### config.mk
export PLATFORM = sky130hd
export DESIGN_NAME = multichannel_sliding_median_filter
export DESIGN_NICKNAME = d
export VERILOG_FILES = /design/src/hdl/msmf_pkg.sv /design/src/hdl/msmf_median.sv /design/src/hdl/multichannel_sliding_median_filter.sv
export SDC_FILE = /design/constraint.sdc
export NUM_CORES = 1
export LEC_CHECK = 0
export BUFFER_PORTS_ARGS = -buffer_cell sky130_fd_sc_hd__buf_2
export CAP_MARGIN = 30
export CORE_MARGIN = 4
export CORE_UTILIZATION = 45
export DETAILED_ROUTE_END_ITERATION = 16
export PLACE_DENSITY = 0.64
export SLEW_MARGIN = 20
export SYNTH_ARGS = -nofsm -noshare
export SYNTH_HDL_FRONTEND = slang
export SYNTH_SLANG_ARGS = --single-unit
### constraint.sdc
create_clock -name aclk -period 17.6 [get_ports aclk]
set_input_delay 3.52 -clock aclk [delete_from_list [all_inputs] [get_ports aclk]]
set_output_delay 3.52 -clock aclk [all_outputs]
set_load 0.1 [all_outputs]
### src/hdl/msmf_pkg.sv
package msmf_pkg;

    localparam int SAMPLE_W  = 12;
    localparam int CHANNEL_W = 3;

    typedef struct packed {
        logic [CHANNEL_W-1:0] channel;
        logic [SAMPLE_W-1:0]  sample;
    } in_req_t;

    typedef struct packed {
        logic [CHANNEL_W-1:0] out_channel;
        logic [SAMPLE_W-1:0]  median;
    } out_res_t;

endpackage

### src/hdl/msmf_median.sv
// Median of a small window by rank counting: every element compares itself
// against all others in parallel, ties broken by position, so the ranks form
// a permutation and the middle ranks pick the median.
module msmf_median #(
    parameter int WINDOW = 5
) (
    input  logic [WINDOW-1:0][msmf_pkg::SAMPLE_W-1:0] win,
    output logic [msmf_pkg::SAMPLE_W-1:0]             median
);

    localparam int SW     = msmf_pkg::SAMPLE_W;
    localparam int RANK_W = $clog2(WINDOW);
    localparam int MID    = WINDOW / 2;

    logic [RANK_W-1:0] rank [WINDOW];
    logic [SW-1:0]     lo;
    logic [SW-1:0]     hi;
    logic [SW:0]       sum;

    always_comb begin
        for (int i = 0; i < WINDOW; i++) begin
            rank[i] = '0;
            for (int j = 0; j < WINDOW; j++) begin
                if (j != i) begin
                    if ((win[j] < win[i]) || ((win[j] == win[i]) && (j < i))) begin
                        rank[i] = rank[i] + RANK_W'(1);
                    end
                end
            end
        end
    end

    always_comb begin
        lo = '0;
        hi = '0;
        for (int i = 0; i < WINDOW; i++) begin
            if (rank[i] == RANK_W'(MID)) begin
                hi = win[i];
            end
            if (rank[i] == RANK_W'(MID - 1)) begin
                lo = win[i];
            end
        end
    end

    assign sum    = {1'b0, lo} + {1'b0, hi};
    assign median = ((WINDOW % 2) != 0) ? hi : sum[SW:1];

endmodule

### src/hdl/multichannel_sliding_median_filter.sv
// Sliding-window median filter for several proximity sensor channels.
// Input channel (s_valid, s_ready, s_data): one request carries a channel
// number and a raw sample. Result channel (m_valid, m_ready, m_data): one
// result per request, in request order, with the channel and the median of
// the last WINDOW-1 samples of that channel together with the new one.
// A channel number of CHANNELS or above leaves all history untouched and
// returns the sample itself as the median.
// A request passes stage 1, stage 2 and the output register before its
// result shows on m_valid. Throughput: one request per cycle unless the
// receiver stalls, set by the single read and single write per cycle of the
// history memory, one row per channel. A back-to-back request to the same
// channel gets the row just written through a forwarding register.
// Reset: aresetn is synchronous and active low. It empties the pipeline and
// clears one valid bit per history row, so every history reads as zeros
// again at once; no clearing pass is needed. s_ready is low during reset.
// When the receiver stalls, the result holds in the output register and the
// two internal stages fill up; s_ready drops only when all three are full.
module multichannel_sliding_median_filter #(
    parameter int WINDOW   = 5,
    parameter int CHANNELS = 6
) (
    input  logic               aclk,
    input  logic               aresetn,
    input  logic               s_valid,
    output logic               s_ready,
    input  msmf_pkg::in_req_t  s_data,
    output logic               m_valid,
    input  logic               m_ready,
    output msmf_pkg::out_res_t m_data
);

    localparam int SW     = msmf_pkg::SAMPLE_W;
    localparam int HIST   = WINDOW - 1;
    localparam int ROW_W  = HIST * SW;
    localparam int ADDR_W = (CHANNELS > 1) ? $clog2(CHANNELS) : 1;

    // History memory: one row per channel, oldest sample in the low slot.
    logic [ROW_W-1:0] hist_mem [CHANNELS];

    // Handshake between stages.
    logic s_acc;
    logic s1_load;
    logic s1_adv;
    logic s2_load;
    logic s2_adv;
    logic m_load;
    logic wr_en;

    logic              s_in_range;
    logic [ADDR_W-1:0] s_addr;

    // Stage 1: memory read data arrives.
    logic                s1_valid_reg;
    msmf_pkg::in_req_t   s1_req_reg;
    logic                s1_in_range_reg;
    logic [ADDR_W-1:0]   s1_addr_reg;
    logic [ROW_W-1:0]    rd_row_reg;
    logic                rd_valid_reg;
    logic                fwd_hit_reg;
    logic [ROW_W-1:0]    fwd_row_reg;
    logic [CHANNELS-1:0] row_valid_reg;

    logic [ROW_W-1:0]             row_cur;
    logic [ROW_W-1:0]             new_row;
    logic [WINDOW-1:0][SW-1:0]    s2_win_next;

    // Stage 2: assembled window.
    logic                         s2_valid_reg;
    logic [msmf_pkg::CHANNEL_W-1:0] s2_chan_reg;
    logic [WINDOW-1:0][SW-1:0]    s2_win_reg;

    logic [SW-1:0]      median_next;

    // Output register.
    logic               m_valid_reg;
    msmf_pkg::out_res_t m_data_reg;

    // Each stage loads when it is empty or its contents move on.
    assign m_load  = !m_valid_reg || m_ready;
    assign s2_adv  = s2_valid_reg && m_load;
    assign s2_load = !s2_valid_reg || m_load;
    assign s1_adv  = s1_valid_reg && s2_load;
    assign s1_load = !s1_valid_reg || s2_load;
    assign s_ready = aresetn && s1_load;
    assign s_acc   = s_valid && s_ready;

    assign s_in_range = (32'(s_data.channel) < CHANNELS);
    assign s_addr     = ADDR_W'(s_data.channel);

    // The row of the item in stage 1 is written back as it leaves.
    assign wr_en = s1_adv && s1_in_range_reg;

    always_ff @(posedge aclk) begin
        if (wr_en) begin
            hist_mem[s1_addr_reg] <= new_row;
        end
        if (s_acc) begin
            rd_row_reg <= hist_mem[s_addr];
        end
    end

    // Rows never written since reset read as zeros.
    always_ff @(posedge aclk) begin
        if (!aresetn) begin
            row_valid_reg <= '0;
        end else if (wr_en) begin
            row_valid_reg[s1_addr_reg] <= 1'b1;
        end
    end

    // The memory read sees the old row when the same channel is written at
    // the same edge, so that write is captured for forwarding.
    always_ff @(posedge aclk) begin
        if (s_acc) begin
            s1_req_reg      <= s_data;
            s1_in_range_reg <= s_in_range;
            s1_addr_reg     <= s_addr;
            rd_valid_reg    <= s_in_range && row_valid_reg[s_addr];
            fwd_hit_reg     <= wr_en && (s1_addr_reg == s_addr);
            fwd_row_reg     <= new_row;
        end
    end

    assign row_cur = fwd_hit_reg ? fwd_row_reg : (rd_valid_reg ? rd_row_reg : '0);

    // Shift the new sample into the row; build the window. An out-of-range
    // channel fills the whole window with the sample, whose median is itself.
    for (genvar k = 0; k < HIST; k++) begin : g_shift
        if (k == HIST - 1) begin : g_top
            assign new_row[k*SW +: SW] = s1_req_reg.sample;
        end else begin : g_mid
            assign new_row[k*SW +: SW] = row_cur[(k+1)*SW +: SW];
        end
        assign s2_win_next[k] = s1_in_range_reg ? row_cur[k*SW +: SW] : s1_req_reg.sample;
    end
    assign s2_win_next[WINDOW-1] = s1_req_reg.sample;

    always_ff @(posedge aclk) begin
        if (s1_adv) begin
            s2_chan_reg <= s1_req_reg.channel;
            s2_win_reg  <= s2_win_next;
        end
    end

    msmf_median #(
        .WINDOW (WINDOW)
    ) u_median (
        .win    (s2_win_reg),
        .median (median_next)
    );

    always_ff @(posedge aclk) begin
        if (s2_adv) begin
            m_data_reg.out_channel <= s2_chan_reg;
            m_data_reg.median      <= median_next;
        end
    end

    always_ff @(posedge aclk) begin
        if (!aresetn) begin
            s1_valid_reg <= 1'b0;
            s2_valid_reg <= 1'b0;
            m_valid_reg  <= 1'b0;
        end else begin
            if (s1_load) begin
                s1_valid_reg <= s_acc;
            end
            if (s2_load) begin
                s2_valid_reg <= s1_valid_reg;
            end
            if (m_load) begin
                m_valid_reg <= s2_valid_reg;
            end
        end
    end

    assign m_valid = m_valid_reg;
    assign m_data  = m_data_reg;

endmodule

; ---- Yosys cells after proc, flatten, opt, wreduce, memory -nomap -nowiden
; Memory sizes are Yosys's and may differ from the RTL's. A register that Yosys moved wholly into a read port is not among the register bits.
; Index checks and enable logic that the tools add are counted.
; Widths: inputs -> output; s select.
[totals]
output_inout_bits = 17
mem_count = 1
reg_bits = 153
inputBits = 19
mem_bits_rw = 288
word_cells = 136
[classes]
eq_ne = 16
bitwise = 1
n_lt_le_gt_ge = 24
add_sub_neg = 15
reduce_logical = 24
mux = 37
[memory_table]
columns = name, words, word_bits, read_ports, rd_ports_with_merged_regs, wr, line_no
row1 = hist_mem, 6, 48, 1, 1, 1, multichannel_sliding_median_filter.sv:38  ; logic [ROW_W-1:0] hist_mem [CHANNELS];
[ops]
columns = cell, n
row1 = $lt 12x12->1, 20
row2 = $eq 12x12->1, 10
row3 = $mux 12, 9
row4 = $mux 48, 2
row5 = $add 3x1->3 const B, 15
row6 = $mux 3, 15
row7 = $eq 3x2->1 const B, 5
row8 = $logic_or 1x1->1, 13
row9 = $mux 1, 9
row10 = $logic_and 1x1->1, 8
row11 = $lt 3x4->1 const B, 2
row12 = $or 6x6->6, 1
row13 = $bmux 1 s3, 1
row14 = $demux 1 s3, 1
row15 = $eq 3x3->1, 1
row16 = $ge 3x1->1 const B, 1
row17 = $logic_not 1->1, 3
row18 = $lt 3x3->1 const B, 1

; ---- Longest topological paths before layout
[depth]
depth_word = 14
mapped_depth = 19
depth_no_buf = 18

; ---- Hierarchy
; Synthesis repeated with hierarchy kept, for this count alone.
[hier_totals]
cells_unflattened = 1320
area_unflattened_um2 = 22303.9
[by_module_without_submodules]
columns = module, seq_area_each_um2, area_per_inst_um2, cells_per_inst, n_inst
row1 = multichannel_sliding_median_filter, 14594.0, 18206.2, 833, 1
row2 = msmf_median, 0.0, 4097.7, 487, 1

; ---- Worst setup path before layout
; OpenSTA, ideal clock, no wires.
[synth_timing]
path_type = input -> register
start = in m_ready
end = mem hist_mem[0][0] in the netlist's numbering, enable pin
path_buffers = 0
arrival_ns = 11.839
path_slack_ns = 5.185
t_required_ns = 17.024
setup_time_ns = 0.576
stages = 5
cell_sequence = nor2b_1 > and2_1 > nor2b_1 > nand2_1 > nor4_1
[synth_between]
elab_chain_cells = 6
[synth_lines]
columns = item, line_no
row1 = start: declaration, multichannel_sliding_median_filter.sv:28  ; input logic m_ready,
row2 = $logic_or 1x1->1, multichannel_sliding_median_filter.sv:79  ; assign m_load = !m_valid_reg || m_ready;
row3 = $logic_or 1x1->1, multichannel_sliding_median_filter.sv:81  ; assign s2_load = !s2_valid_reg || m_load;
row4 = $logic_and 1x1->1, multichannel_sliding_median_filter.sv:82  ; assign s1_adv = s1_valid_reg && s2_load;
row5 = net s1_adv, multichannel_sliding_median_filter.sv:43  ; logic s1_adv;
row6 = $logic_and 1x1->1, multichannel_sliding_median_filter.sv:91  ; assign wr_en = s1_adv && s1_in_range_reg;
row7 = $mux 1, multichannel_sliding_median_filter.sv:94  ; if (wr_en) begin
row8 = $mux 1 (implied by the code), multichannel_sliding_median_filter.sv:95  ; hist_mem[s1_addr_reg] <= new_row;
row9 = end: declaration, multichannel_sliding_median_filter.sv:38
; The timed path passes the listed nets, and every way through them passes these cells.

; ---- Worst setup path in the final report
[layout_timing]
start = in m_ready
end = out s_ready
[layout_between]
elab_chain_cells = 4
[layout_lines]
columns = item, line_no
row1 = $logic_or 1x1->1, multichannel_sliding_median_filter.sv:79
row2 = $logic_or 1x1->1, multichannel_sliding_median_filter.sv:81
row3 = $logic_or 1x1->1, multichannel_sliding_median_filter.sv:83  ; assign s1_load = !s1_valid_reg || s2_load;
row4 = $logic_and 1x1->1, multichannel_sliding_median_filter.sv:84  ; assign s_ready = aresetn && s1_load;
row5 = end: declaration, multichannel_sliding_median_filter.sv:25  ; output logic s_ready,
; Every way passes these cells.

==> reports/results.ini <==
[clocking]
cts_buffer_depth=3
cts_tree=done
path_clk_slew_ps=60
numCtsBuffers=51
htreeDepth=2
root_buffer=clkbuf_16
cts_sinks=489
postCtsSetupBuffers=0
cts_hold_buffers=0
clock_latency_ps=590
cts_resized=0

[route]
ant_nets=0
num_vias=12000
drt_iter0_drc=889
routed_via_density=5.80
wl_mm=45.7
dr.pass1.iters=5
wl_per_cell_um=22.2
drc=0

[placement]
placedCellCount=1967
dp_hpwl_mm=28.0
placed_cell_area_um2=22600
dp_slack_ps=9440
port-buffer-count=35
gp_congestion=0.901

[synthesis]
synth_area_per_cell_um2=16.0
seq_area_frac_synth=0.671
synthArstFlopShare=0
ys_types=70
ys_warn_count=0
synthCells=1356
synth_top_flop_cell=edfxtp_1
syn_nets=1508
synth_edf_count=480
synth-seq-cells=489
syn_area_um2=21800

[worst_setup_path]
worstPathArrival_ps=4650
reg2reg_to=m_data[11]
critPathCaptureType=output pin
cpPeakStageDelay_ps=480
critPathSlowestCell=buf_2
critPathKind=input pin to output pin
cpMostUsedCell=buf_2
r2r-start=s2_win_reg[7]
ff2ff_setup_slack_ps=12790
reg2reg_depth=16
cp_max_fo=4
cp.required_ps=14080
crit_chain=buf_2, nor2b_1, and2_1, a21boi_0, buf_2
cp-start-kind=input pin

[die]
die_height_um=228
die_x_um=228
io_pins=36
core_area_um2=47700
placementRows=80
start_util=0.456
die-area_um2=51900

[global_route]
antenna_found_initial=0
grt_overflow=0
grt_util_all_layers=0.175
grt_max_degree=77
first_global_vias=12300
grt_pass1_wl_mm=71.6

[outcome]
outcome=finished clean

[power_and_ir_drop]
p_leak_nw=8.71
ir_drop_mv=0.0612
powerDensity_nw_per_um2=110

[layout]
final_area_um2=24300
nets=1559
antennaDiodeCount=0
drive_gt1_frac=0.172
area_growth_pct=11.7
fin_cells=2061
fillers=3870
largest_reg_flops=288

[timing]
final_hold_viol_count=0
timing.fmax_ghz=0.122
fin_crit_ps=8170
rsz0062_at_grt=false
hold_slack_ps=445
period_share=0.464
skew_ps=30.2
tightest_slew_ps=895
slew_headroom=0.391
setup_viol=0
fin_ws_ps=9430
slew_violations=0
finalSetupTns_ps=0

[worst_hold_path]
hold_depth=0
min_from=s2_chan_reg[2]
whs_endpoint=m_data[14]
hp-class=flip-flop to flip-flop

[flow_run]
drv_cap=0

-- final cells by class --
class                           count  area [µm²]  share of cell area
Timing Repair Buffer               54         340              0.0140
Clock inverter                     31         308              0.0127
Clock buffer                       61        1340              0.0549
Multi-Input combinational cell    751        6740               0.277
Tap cell                          615         769              0.0316
Sequential cell                   489       14600               0.600
Inverter                           60         225             0.00926
-- layer usage --
| metal | global-route usage | vias up | wire length [µm] |
|---|---|---|---|
| li1 | - | 5496 | - |
| met5 | 0 | - | 0 |
| met3 | 0.0281 | 98 | 2730 |
| met1 | 0.243 | 6019 | 20000 |
| met2 | 0.279 | 341 | 21400 |
| met4 | 0.0685 | 0 | 1610 |
-- where the power goes --
part / internal [W] / switching [W]
clock network: 0.000615 / 0.000432
logic: 0.000102 / 0.000180
registers: 0.00131 / 0.0000227
-- Yosys cell counts (all sizes together), types with 7 or more instances --
library cell,n,area share
a21o,14,0.0048
a21oi,110,0.026
a22o,35,0.014
a22oi,24,0.0083
a31oi,14,0.0040
and2,7,0.0021
buf,20,0.0056
clkbuf,36,0.0062
dfxtp,9,0.0083
edfxtp,480,0.66
ha,133,0.076
inv,60,0.010
mux2,37,0.019
mux2i,56,0.026
mux4,49,0.051
nand2,26,0.0045
nand3,16,0.0039
nand4,23,0.0066
nor2,85,0.015
nor2b,14,0.0044
o211ai,8,0.0030
o21a,8,0.0028
o21ai,15,0.0034
o221ai,12,0.0077
-- critical path: cells and delay by family --
family	cells	cell delay [ps]
buffers and inverters	2	550
AND/OR/NAND/NOR	2	290
AO/OA/AOI/OAI	1	280
-- logic make-up after synthesis --
group / synth area share
AOI/OAI and AO/OA: 0.0838
and+or+nand+nor: 0.0479
xor gates and xnor gates: 0.00322
muxes: 0.0960
buffers and inverters: 0.0221
DFF: 0.671
adders and majority gates: 0.0765
-- stage by stage --
stage	utilization	total power, W
after global placement	0.474	0.00163
after detailed placement	0.474	0.00164
after floorplan	-	0.00157
after CTS	0.509	0.00269
final	0.509	0.00267
after global routing	0.509	0.00277
-- how the worst max path moves through the flow --
stage            start             end  cells past startpoint
2_1_floorplan  m_ready  hist_mem[0][0]                      5
3_3_place_gp   m_ready         s_ready                      5
3_5_place_dp   m_ready         s_ready                      5
4_1_cts        m_ready         s_ready                      5
5_1_grt        m_ready         s_ready                      5
6_report       m_ready         s_ready                      5
-- layout by cell type, fill, tap and decap left out, drive strengths merged, types with 15 or more instances in the layout --
master and instances:
nand3 16, nor2 85, nand4 23, clkinv 23, buf 54, o21ai 15, mux2i 56, ha 133
a22o 35, nand2 26, mux4 49, mux2 37, inv 62, a22oi 24, a21oi 110, clkbuf 61
edfxtp 480
Note: power is estimated with default switching activity, not from simulation.
